**src/sv/fosa_pkg.sv**
```systemverilog
package fosa_pkg;

	localparam int OCC_W   = 32;
	localparam int MODE_W  = 5;
	localparam int COUNT_W = 6;

	// Upper bound on the mode count; the occupation word caps it as well.
	localparam int MAX_MODES = 32;
	localparam int EFF_MODES = (MAX_MODES < OCC_W) ? MAX_MODES : OCC_W;

	localparam logic [COUNT_W-1:0] MODE_COUNT_RST = COUNT_W'(32);
	localparam logic [COUNT_W-1:0] MODE_COUNT_MAX = COUNT_W'(EFF_MODES);

	typedef logic [OCC_W-1:0]   occ_t;
	typedef logic [MODE_W-1:0]  mode_t;
	typedef logic [COUNT_W-1:0] count_t;

	typedef enum logic {
		CMD_ONE_BODY = 1'b0,
		CMD_TWO_BODY = 1'b1
	} cmd_t;

	typedef struct packed {
		cmd_t  cmd;
		occ_t  occupation;
		mode_t create_outer;
		mode_t create_inner;
		mode_t annihilate_first;
		mode_t annihilate_second;
	} in_item_t;

	typedef struct packed {
		occ_t new_occupation;
		logic allowed;
		logic sign_negative;
	} out_item_t;

	// Outcome of one ladder step: success and the parity of the modes before it.
	typedef struct packed {
		logic ok;
		logic par;
	} step_t;

endpackage

```
**src/sv/fosa_ifs.sv**
```systemverilog
interface fosa_in_if;
	logic               valid;
	logic               ready;
	fosa_pkg::in_item_t data;

	modport source (output valid, output data, input ready);
	modport sink (input valid, input data, output ready);
endinterface

interface fosa_out_if;
	logic                valid;
	logic                ready;
	fosa_pkg::out_item_t data;

	modport source (output valid, output data, input ready);
	modport sink (input valid, input data, output ready);
endinterface

interface fosa_cfg_if;
	logic             valid;
	logic             ready;
	fosa_pkg::count_t data;

	modport source (output valid, output data, input ready);
	modport sink (input valid, input data, output ready);
endinterface

```
**src/sv/fosa_ladder.sv**
```systemverilog
module fosa_ladder (
	input  fosa_pkg::occ_t  st_in,
	input  fosa_pkg::occ_t  used,
	input  fosa_pkg::mode_t pos,
	input  logic            create,
	output fosa_pkg::occ_t  st_out,
	output fosa_pkg::step_t res
);

	fosa_pkg::occ_t bit_m;
	fosa_pkg::occ_t below_incl;
	fosa_pkg::occ_t above;

	// Lower modes sit at higher bit positions, so the sign counts the bits above.
	// At the top position the shift wraps to zero and the mask becomes all ones.
	assign bit_m      = fosa_pkg::occ_t'(1) << pos;
	assign below_incl = (bit_m << 1) - fosa_pkg::occ_t'(1);
	assign above      = used & ~below_incl;

	assign res.ok  = ((st_in & bit_m) != '0) != create;
	assign res.par = ^(st_in & above);
	assign st_out  = create ? (st_in | bit_m) : (st_in & ~bit_m);

endmodule

```
**src/sv/fosa_apply.sv**
```systemverilog
module fosa_apply (
	input  fosa_pkg::in_item_t  item,
	input  fosa_pkg::count_t    mode_count,
	output fosa_pkg::out_item_t result
);

	fosa_pkg::count_t        n_eff;
	logic [fosa_pkg::OCC_W:0] used_wide;
	fosa_pkg::occ_t          used;
	logic                    two;
	logic                    in_range;
	fosa_pkg::count_t        pos_r, pos_s, pos_q, pos_p;
	fosa_pkg::occ_t          st_r, st_s, st_q, st_p, st_pin;
	fosa_pkg::step_t         res_r, res_s, res_q, res_p;
	logic                    ok;
	logic                    sign;

	assign n_eff = (mode_count > fosa_pkg::MODE_COUNT_MAX) ? fosa_pkg::MODE_COUNT_MAX
		: mode_count;
	assign used_wide = ({{fosa_pkg::OCC_W{1'b0}}, 1'b1} << n_eff) - 1'b1;
	assign used      = used_wide[fosa_pkg::OCC_W-1:0];
	assign two       = (item.cmd == fosa_pkg::CMD_TWO_BODY);

	assign in_range = ({1'b0, item.create_outer} < n_eff)
		&& ({1'b0, item.annihilate_first} < n_eff)
		&& (!two || (({1'b0, item.create_inner} < n_eff)
			&& ({1'b0, item.annihilate_second} < n_eff)));

	// Mode k lives at bit n - 1 - k; out-of-range positions are masked by in_range.
	assign pos_r = n_eff - 1'b1 - {1'b0, item.annihilate_first};
	assign pos_s = n_eff - 1'b1 - {1'b0, item.annihilate_second};
	assign pos_q = n_eff - 1'b1 - {1'b0, item.create_inner};
	assign pos_p = n_eff - 1'b1 - {1'b0, item.create_outer};

	fosa_ladder u_step_r (
		.st_in (item.occupation),
		.used  (used),
		.pos   (pos_r[fosa_pkg::MODE_W-1:0]),
		.create(1'b0),
		.st_out(st_r),
		.res   (res_r)
	);

	fosa_ladder u_step_s (
		.st_in (st_r),
		.used  (used),
		.pos   (pos_s[fosa_pkg::MODE_W-1:0]),
		.create(1'b0),
		.st_out(st_s),
		.res   (res_s)
	);

	fosa_ladder u_step_q (
		.st_in (st_s),
		.used  (used),
		.pos   (pos_q[fosa_pkg::MODE_W-1:0]),
		.create(1'b1),
		.st_out(st_q),
		.res   (res_q)
	);

	// A one-body command skips the two middle steps.
	assign st_pin = two ? st_q : st_r;

	fosa_ladder u_step_p (
		.st_in (st_pin),
		.used  (used),
		.pos   (pos_p[fosa_pkg::MODE_W-1:0]),
		.create(1'b1),
		.st_out(st_p),
		.res   (res_p)
	);

	always_comb begin
		ok   = in_range && res_r.ok && res_p.ok;
		sign = res_r.par ^ res_p.par;
		if (two) begin
			ok   = ok && res_s.ok && res_q.ok;
			sign = sign ^ res_s.par ^ res_q.par;
		end
		result.allowed        = ok;
		result.sign_negative  = ok & sign;
		result.new_occupation = ok ? st_p : '0;
	end

endmodule

```
**src/sv/fermion_operator_sign_apply_unit.sv**
```systemverilog
// Channel | Modport | Payload                          | Transfer when
// req     | sink    | cmd, occupation, four mode fields | req.valid && req.ready
// rsp     | source  | new_occupation, allowed, sign     | rsp.valid && rsp.ready
// cfg     | sink    | mode_count (6 bits)               | cfg.valid && cfg.ready
//
// One item per cycle sustained while rsp is ready; an item is held in the input register,
// and its result from the four-step ladder chain is held in the result register and offered
// on rsp. A stalled result keeps its register and the input register still takes one more
// item. Reset clears both valid flags and sets mode_count to 32; cfg is always ready.
module fermion_operator_sign_apply_unit (
	input logic          clk,
	input logic          arst_n,
	fosa_in_if.sink      req,
	fosa_out_if.source   rsp,
	fosa_cfg_if.sink     cfg
);

	fosa_pkg::count_t    mode_count_q;
	fosa_pkg::in_item_t  item_s1;
	logic                vld_s1;
	fosa_pkg::out_item_t res_s2;
	logic                vld_s2;
	fosa_pkg::out_item_t res_comb;
	logic                adv_s2;

	assign cfg.ready = 1'b1;

	always_ff @(posedge clk or negedge arst_n) begin
		if (!arst_n) begin
			mode_count_q <= fosa_pkg::MODE_COUNT_RST;
		end else if (cfg.valid) begin
			mode_count_q <= cfg.data;
		end
	end

	assign adv_s2    = !vld_s2 || rsp.ready;
	assign req.ready = !vld_s1 || adv_s2;

	always_ff @(posedge clk or negedge arst_n) begin
		if (!arst_n) begin
			vld_s1 <= 1'b0;
			vld_s2 <= 1'b0;
		end else begin
			if (req.ready) begin
				vld_s1 <= req.valid;
			end
			if (adv_s2) begin
				vld_s2 <= vld_s1;
			end
		end
	end

	always_ff @(posedge clk) begin
		if (req.valid && req.ready) begin
			item_s1 <= req.data;
		end
		if (adv_s2 && vld_s1) begin
			res_s2 <= res_comb;
		end
	end

	fosa_apply u_apply (
		.item      (item_s1),
		.mode_count(mode_count_q),
		.result    (res_comb)
	);

	assign rsp.valid = vld_s2;
	assign rsp.data  = res_s2;

	// A refused result carries no state and no sign.
	a_refused_zero: assert property (@(posedge clk) disable iff (!arst_n)
		(vld_s2 && !res_s2.allowed) |-> (res_s2.new_occupation == '0 && !res_s2.sign_negative))
		else $error("refused result with non-zero payload");

	// Input back-pressure only arises when both stages are full and the output stalls.
	a_ready_low: assert property (@(posedge clk) disable iff (!arst_n)
		!req.ready |-> (vld_s1 && vld_s2 && !rsp.ready))
		else $error("input stalled without a full pipeline");

	// An item taken in occupies the first stage in the next cycle.
	a_fill_s1: assert property (@(posedge clk) disable iff (!arst_n)
		(req.valid && req.ready) |=> vld_s1)
		else $error("accepted item lost before the first stage");

endmodule

```
**src/flat_wrapper.sv**
```systemverilog
// flat-port wrapper written by rule: the top's interface ports become plain ports
module fermion_operator_sign_apply_unit_flat 
  (clk, arst_n, req_valid, req_data, req_ready, rsp_valid, rsp_data, rsp_ready, cfg_valid, cfg_data, cfg_ready);
  fosa_in_if req_i ();
  fosa_out_if rsp_i ();
  fosa_cfg_if cfg_i ();
  input logic clk;
  input logic arst_n;
  input wire logic [$bits(req_i.valid)-1:0] req_valid;
  input wire logic [$bits(req_i.data)-1:0] req_data;
  output wire logic [$bits(req_i.ready)-1:0] req_ready;
  output wire logic [$bits(rsp_i.valid)-1:0] rsp_valid;
  output wire logic [$bits(rsp_i.data)-1:0] rsp_data;
  input wire logic [$bits(rsp_i.ready)-1:0] rsp_ready;
  input wire logic [$bits(cfg_i.valid)-1:0] cfg_valid;
  input wire logic [$bits(cfg_i.data)-1:0] cfg_data;
  output wire logic [$bits(cfg_i.ready)-1:0] cfg_ready;
  assign req_i.valid = req_valid;
  assign req_i.data = req_data;
  assign req_ready = req_i.ready;
  assign rsp_valid = rsp_i.valid;
  assign rsp_data = rsp_i.data;
  assign rsp_i.ready = rsp_ready;
  assign cfg_i.valid = cfg_valid;
  assign cfg_i.data = cfg_data;
  assign cfg_ready = cfg_i.ready;
  fermion_operator_sign_apply_unit u_core (.clk(clk), .arst_n(arst_n), .req(req_i), .rsp(rsp_i), .cfg(cfg_i));
endmodule
```
**config.mk**
```make
export PLATFORM = sky130hd
export DESIGN_NAME = fermion_operator_sign_apply_unit_flat
export DESIGN_NICKNAME = d
export VERILOG_FILES = /design/src/sv/fosa_pkg.sv /design/src/sv/fosa_ifs.sv /design/src/sv/fosa_ladder.sv /design/src/sv/fosa_apply.sv /design/src/sv/fermion_operator_sign_apply_unit.sv /design/src/flat_wrapper.sv
export SDC_FILE = /design/constraint.sdc
export NUM_CORES = 1
export LEC_CHECK = 0
export ABC_AREA = 1
export BUFFER_PORTS_ARGS = -buffer_cell sky130_fd_sc_hd__clkbuf_2
export CAP_MARGIN = 40
export CORE_ASPECT_RATIO = 1.5
export CORE_UTILIZATION = 25
export DETAILED_ROUTE_END_ITERATION = 7
export GPL_ROUTABILITY_DRIVEN = 0
export SLEW_MARGIN = 20
export SYNTH_ARGS = -nofsm -noshare
export SYNTH_HDL_FRONTEND = slang
export SYNTH_HIERARCHICAL = 1
export SYNTH_SLANG_ARGS = --single-unit
```
**constraint.sdc**
```tcl
create_clock -name clk -period 6.3 [get_ports clk]
set_clock_uncertainty 0.1 [all_clocks]
set_input_delay 1.26 -clock clk [delete_from_list [all_inputs] [get_ports clk]]
set_output_delay 1.26 -clock clk [all_outputs]
set_load 0.05 [all_outputs]
```
**Word-level counts from Yosys, hierarchy flattened**

Cells that the tools add are included.

- Output and inout bits: 37
- Flip-flop bits (word level): 95
- Word-level logic and storage cells: 87
- Bits of input ports: 64

- Muxes and demuxes: 4
- Reductions and logical operators: 23
- Shifts and indexed selects: 5
- Add/subtract/negate cells: 10
- Bitwise operators: 28
- Order comparisons: 5

Operator list:

| kind | number |
|---|---|
| 32-bit bitwise AND | 14 |
| 32-bit inverter | 6 |
| 32-bit by 1-bit subtractor with 32-bit output (second input constant) | 5 |
| 32-bit nonzero test | 4 |
| 32-bit XOR reduction | 4 |
| 1-bit by 5-bit << shifter with 32-bit output (first input constant) | 4 |
| 32-bit OR | 2 |
| 32-bit two-way mux | 1 |
| 1-bit by 6-bit << shifter with 32-bit output (first input constant) | 1 |
| 5-bit by 6-bit less-than comparator with 1-bit output | 4 |
| 5-bit subtractor | 4 |
| 1-bit logical AND | 9 |
| 6-bit > comparator (second input constant) | 1 |
| 6-bit two-way mux | 1 |
| 5-bit by 1-bit subtractor with 5-bit output (second input constant) | 1 |
| 1-bit logical NOT | 3 |
| 1-bit logical OR | 3 |
| 1-bit bitwise XOR | 3 |
| 1-bit two-way mux | 2 |
| 1-bit inverter | 2 |
| 1-bit bitwise AND | 1 |

**Depth between registers and ports, before layout**

- Depth after elaboration: 18
- Gate-level depth with buffers: 46
- Gate-level depth less buffers: 44

**Modules after synthesis**

Netlist, hierarchy kept.

Modules (own cells, without submodules):

| module | instances | cells each | area each (sq um) | sequential area each (sq um) |
|---|---|---|---|---|
| fosa_ladder at u_core.u_apply.u_step_p ... | 2 | 500 | 2417.3 | 0.0 |
| fosa_ladder at u_core.u_apply.u_step_r ... | 2 | 484 | 2329.7 | 0.0 |
| fosa_apply | 1 | 534 | 3278.1 | 0.0 |
| fermion_operator_sign_apply_unit | 1 | 126 | 2955.3 | 2813.9 |

**Worst setup path after synthesis**

No wires, ideal clock.

- Path type: register to register
- Start point: register u_core.mode_count_q[4]
- End point: register u_core.res_s2, in the netlist u_core/rsp.data[0] (data pin)
- Path buffers: 2
- Slack: 0.802 ns
- Required time: 5.946 ns
- Library setup time: 0.254 ns
- Arrival time: 5.143 ns
- Clock period less this slack: 5.498 ns
- Cell stages (with the launch flop): 45
- Path through: dfrtp_1 > buf_4 > nor4_1 > nand2_1 > nand2_1 > nand2_1 > inv_1 > ha_1 > fa_1 > nand3_1 > nand2_1 > xnor2_1 > xor2_1 > buf_4 > nor2_4 > nand3_2 > nand2_1 > o21ai_0 > [9 not listed] > nand2_1 > nand2_1 > nand2_1 > inv_1 > nand2_1 > nand2_1 > nand2_1 > nand3_1 > nand2_1 > inv_1 > nand3_1 > nand2_1 > nand2_1 > nand2_1 > xnor2_1 > xor2_1 > inv_1 > nor2_1

RTL lines:

| item | RTL line | source |
|---|---|---|
| start: declaration | fermion_operator_sign_apply_unit.sv:18 | `fosa_pkg::count_t mode_count_q;` |
| start signal: assignment | fermion_operator_sign_apply_unit.sv:30 | `mode_count_q <= fosa_pkg::MODE_COUNT_RST;` |
| start signal: assignment | fermion_operator_sign_apply_unit.sv:32 | `mode_count_q <= cfg.data;` |
| end signal: assignment | fermion_operator_sign_apply_unit.sv:58 | `res_s2 <= res_comb;` |
| end: declaration | fermion_operator_sign_apply_unit.sv:21 | `fosa_pkg::out_item_t res_s2;` |

==> impl_metrics.tcl <==
set metrics [dict create \
    status "finished, violations left" \
    violations "design-rule violations" \
    nets 2906 \
    dieWidth_um 206.8 \
    power.leakage_uw 0.009868 \
    max_cap_viol_count 0 \
    overflow 0 \
    path_clk_slew_ns 0.08 \
    grt_use_met1_pct 20.81 \
    power_density_nw_per_um2 498.3 \
    hold_viol_final 0 \
    grt_pass1_wl_um 98780 \
    n_antenna_cell 0 \
    cts-buffers-inserted 9 \
    dp_slack_ns -0.1264 \
    cp.arrival_ns 6.08 \
    grt_pass1_vias 17020 \
    htreeDepth 3 \
    period_minus_slack_ns 5.942 \
    synth.most_common_cell "nand2_1" \
    critPathLaunch "u_core/mode_count_q[1]" \
    crit_required_ns 6.43 \
    fill_cells 7020 \
    cpMaxStageDelayCell "dfrtp_1" \
    num_vias 18240 \
    postCtsHoldBufs 0 \
    ys_seq_area_share_pct 17.89 \
    synthTopCellsByCount "nand2_1 (843), nand3_1 (353), inv_1 (339)" \
    rows 112 \
    fin_util_pct 29.44 \
    drive_above_1_share_pct 18.49 \
    areaGrowthSynthToFinish_pct 16.47 \
    crit_path_max_incr_delay_ns 0.41 \
    syn-cell-area_um2 15730 \
    numClockSinks 95 \
    synth_area_leaders "nand2_1 (20%), edfxtp_1 (17%), nand3_1 (11%)" \
    synth_top_area_cell "nand2_1" \
    fp.coreArea_um2 62220 \
    first_iter_violations 1707 \
    syn_avg_cell_area_um2 5.985 \
    grt.total_usage_pct 20.75 \
    cts_tree "yes" \
    antenna_found_initial 3 \
    max-slew-margin-rel_pct 44.39 \
    syn_inst 2628 \
    clockRootBuffer "clkbuf_16" \
    yosys_warnings 6 \
    finalSetupTns_ns 0 \
    slew_viol_final 0 \
    via_per_inst 5.075 \
    setup-violations-final 0 \
    die_h_um 309.2 \
    clk_latency_ns 0.39 \
    path_class "flip-flop to flip-flop" \
    reg2reg_from "u_core/mode_count_q[1]" \
    routed_wl_um 66950 \
    grt_max_degree 54 \
    worst_pin_slew_ns 0.8254 \
    ir_drop_mv 0.2727 \
    route.detailed.drc 8 \
    die-area_um2 63940 \
    whs_ns 0.4058 \
    worstPathMaxFanout 33 \
    met2_usage_pct 36.31 \
    ios 101 \
    worst_slack_ns 0.3575 \
    start_util_pct 25.28 \
    min_period_over_period_pct 94.33 \
    synth_enable_flop_cells 87 \
    synth_seq_cells 95 \
    drtAntennaViolNets 0 \
    top_usage_layer "met2" \
    worstHoldStart "u_core/mode_count_q[5]" \
    hpwl_um 54220 \
    synth-async-reset-ratio_pct 8.421 \
    synth_flop_cell "edfxtp_1" \
    end_kind "flip-flop" \
    start_kind "flip-flop" \
    netlist.area_leader.share_pct 20.12 \
    wire_per_inst_um 18.63 \
    grtUsageMet3_pct 4.888 \
    min_path_type "flip-flop to flip-flop" \
    cp_common_cell "nand2_1" \
    drtPass1Iterations 8 \
    fmax_mhz 168.3 \
    clockBufferDepth 2 \
    io_buffer_count 99 \
    ys_types 49 \
]
[per-layer routing]
layer | share of wire [%] | wire (um) | vias up
met1 | 35 | 23680 | 8224
li1 | - | - | 8909
met2 | 48 | 32170 | 806
met5 | 0.081 | 54 | -
met3 | 7.3 | 4920 | 292
met4 | 9.1 | 6120 | 8
[cell families after synthesis]
logic type / count (synthesis) / synth area share [%]
flip-flops: 95 / 17.89
AO/OA/AOI/OAI: 280 / 10.29
adder cells (fa/ha/maj): 50 / 4.169
XOR/XNOR: 74 / 4.121
multiplexers: 32 / 2.291
other: 3 / 0.07159
buffers and inverters: 441 / 11.91
AND/OR/NAND/NOR: 1653 / 49.26
[path summary, 6_finish.rpt]
| path | endpoint | slack [ns] | cells after the start |
|---|---|---|---|
| worst max-delay path | u_core/rsp.data[24] | 0.36 | 33 |
| worst min-delay path | u_core/mode_count_q[5] | 0.41 | 2 |
| worst max register to register | u_core/rsp.data[24] | 0.36 | 33 |
| worst min register to register | u_core/mode_count_q[5] | 0.41 | 2 |
| max in group asynchronous | u_core/mode_count_q[5] | 5.24 | 1 |
| min in group asynchronous | u_core/vld_s1 | 0.61 | 1 |
[sequential cells by signal (all words and copies together) (netlist names)]
register	count
u_core/item_s1	53
u_core/mode_count_q	6
u_core/rsp.data	34
u_core/rsp.valid	1
u_core/vld_s1	1
[per-stage QoR]
stage	std cells	power, uW	area [um2]
floorplan	2636	5919	15760
global placement	3557	7946	17520
detailed placement	3559	7976	17560
CTS	3574	8685	17920
global route	3594	9829	18320
finish	3594	9128	18320
[repair_timing]
item | 4_1_cts | 5_1_grt
cloned | 0 | 1
endpoints found under the setup margin | 6 | 34
setup buffers | 0 | 17
gates resized for setup | 4 | 80
pin swaps | 0 | 12
[cell usage in the layout (no fill, tap or decap), types with 5 or more instances in the layout]
cell	netlist	routed
a21oi_1	54	49
a221oi_1	14	13
a31oi_1	6	5
buf_4	20	96
clkbuf_16	0	9
clkbuf_2	0	99
conb_1	3	11
dfrtp_1	7	7
edfxtp_1	87	87
ha_1	46	43
inv_1	339	336
inv_2	39	39
inv_4	2	5
mux2_2	32	31
nand2_1	843	839
nand2_2	24	26
nand2_4	5	7
nand3_1	353	351
nand3_2	35	36
nand3_4	7	8
nand4_1	59	59
nor2_1	209	201
nor2_2	64	67
nor2_4	26	32
nor2_8	8	8
nor3_1	10	9
o2111ai_1	8	8
o211ai_1	10	10
o21ai_0	141	117
o21ai_1	15	34
o21ai_2	1	6
o21bai_1	6	6
xnor2_1	24	21
xor2_1	50	41
xor2_2	0	7
[worst max-delay path, delay by kind of cell, from the launching register on]
| kind | cells | cell delay, ns |
|---|---|---|
| and+or+nand+nor | 15 | 1.69 |
| AOI/OAI and AO/OA | 6 | 1.16 |
| buffers and inverters | 6 | 1.03 |
| xor gates and xnor gates | 4 | 0.83 |
| DFF | 1 | 0.41 |
| muxes | 1 | 0.33 |
| adders and majority gates | 1 | 0.20 |
[report_power, final]
group          switching (uW)  internal (uW)
Combinational            5350           2310
Clock                     277            389
Sequential               39.8            769
[cell type report]
class                      instances  area, um2  area share, %
clock buffer                       9      225.2          1.230
clock inverter                     6      115.1         0.6284
inverter                         380       1439          7.855
multi-input combinational       2101      11370          62.08
sequential                        95       2814          15.36
tap                              798      998.5          5.451
timing repair buffer             205       1354          7.391
Power figures use the tool's default switching activity.
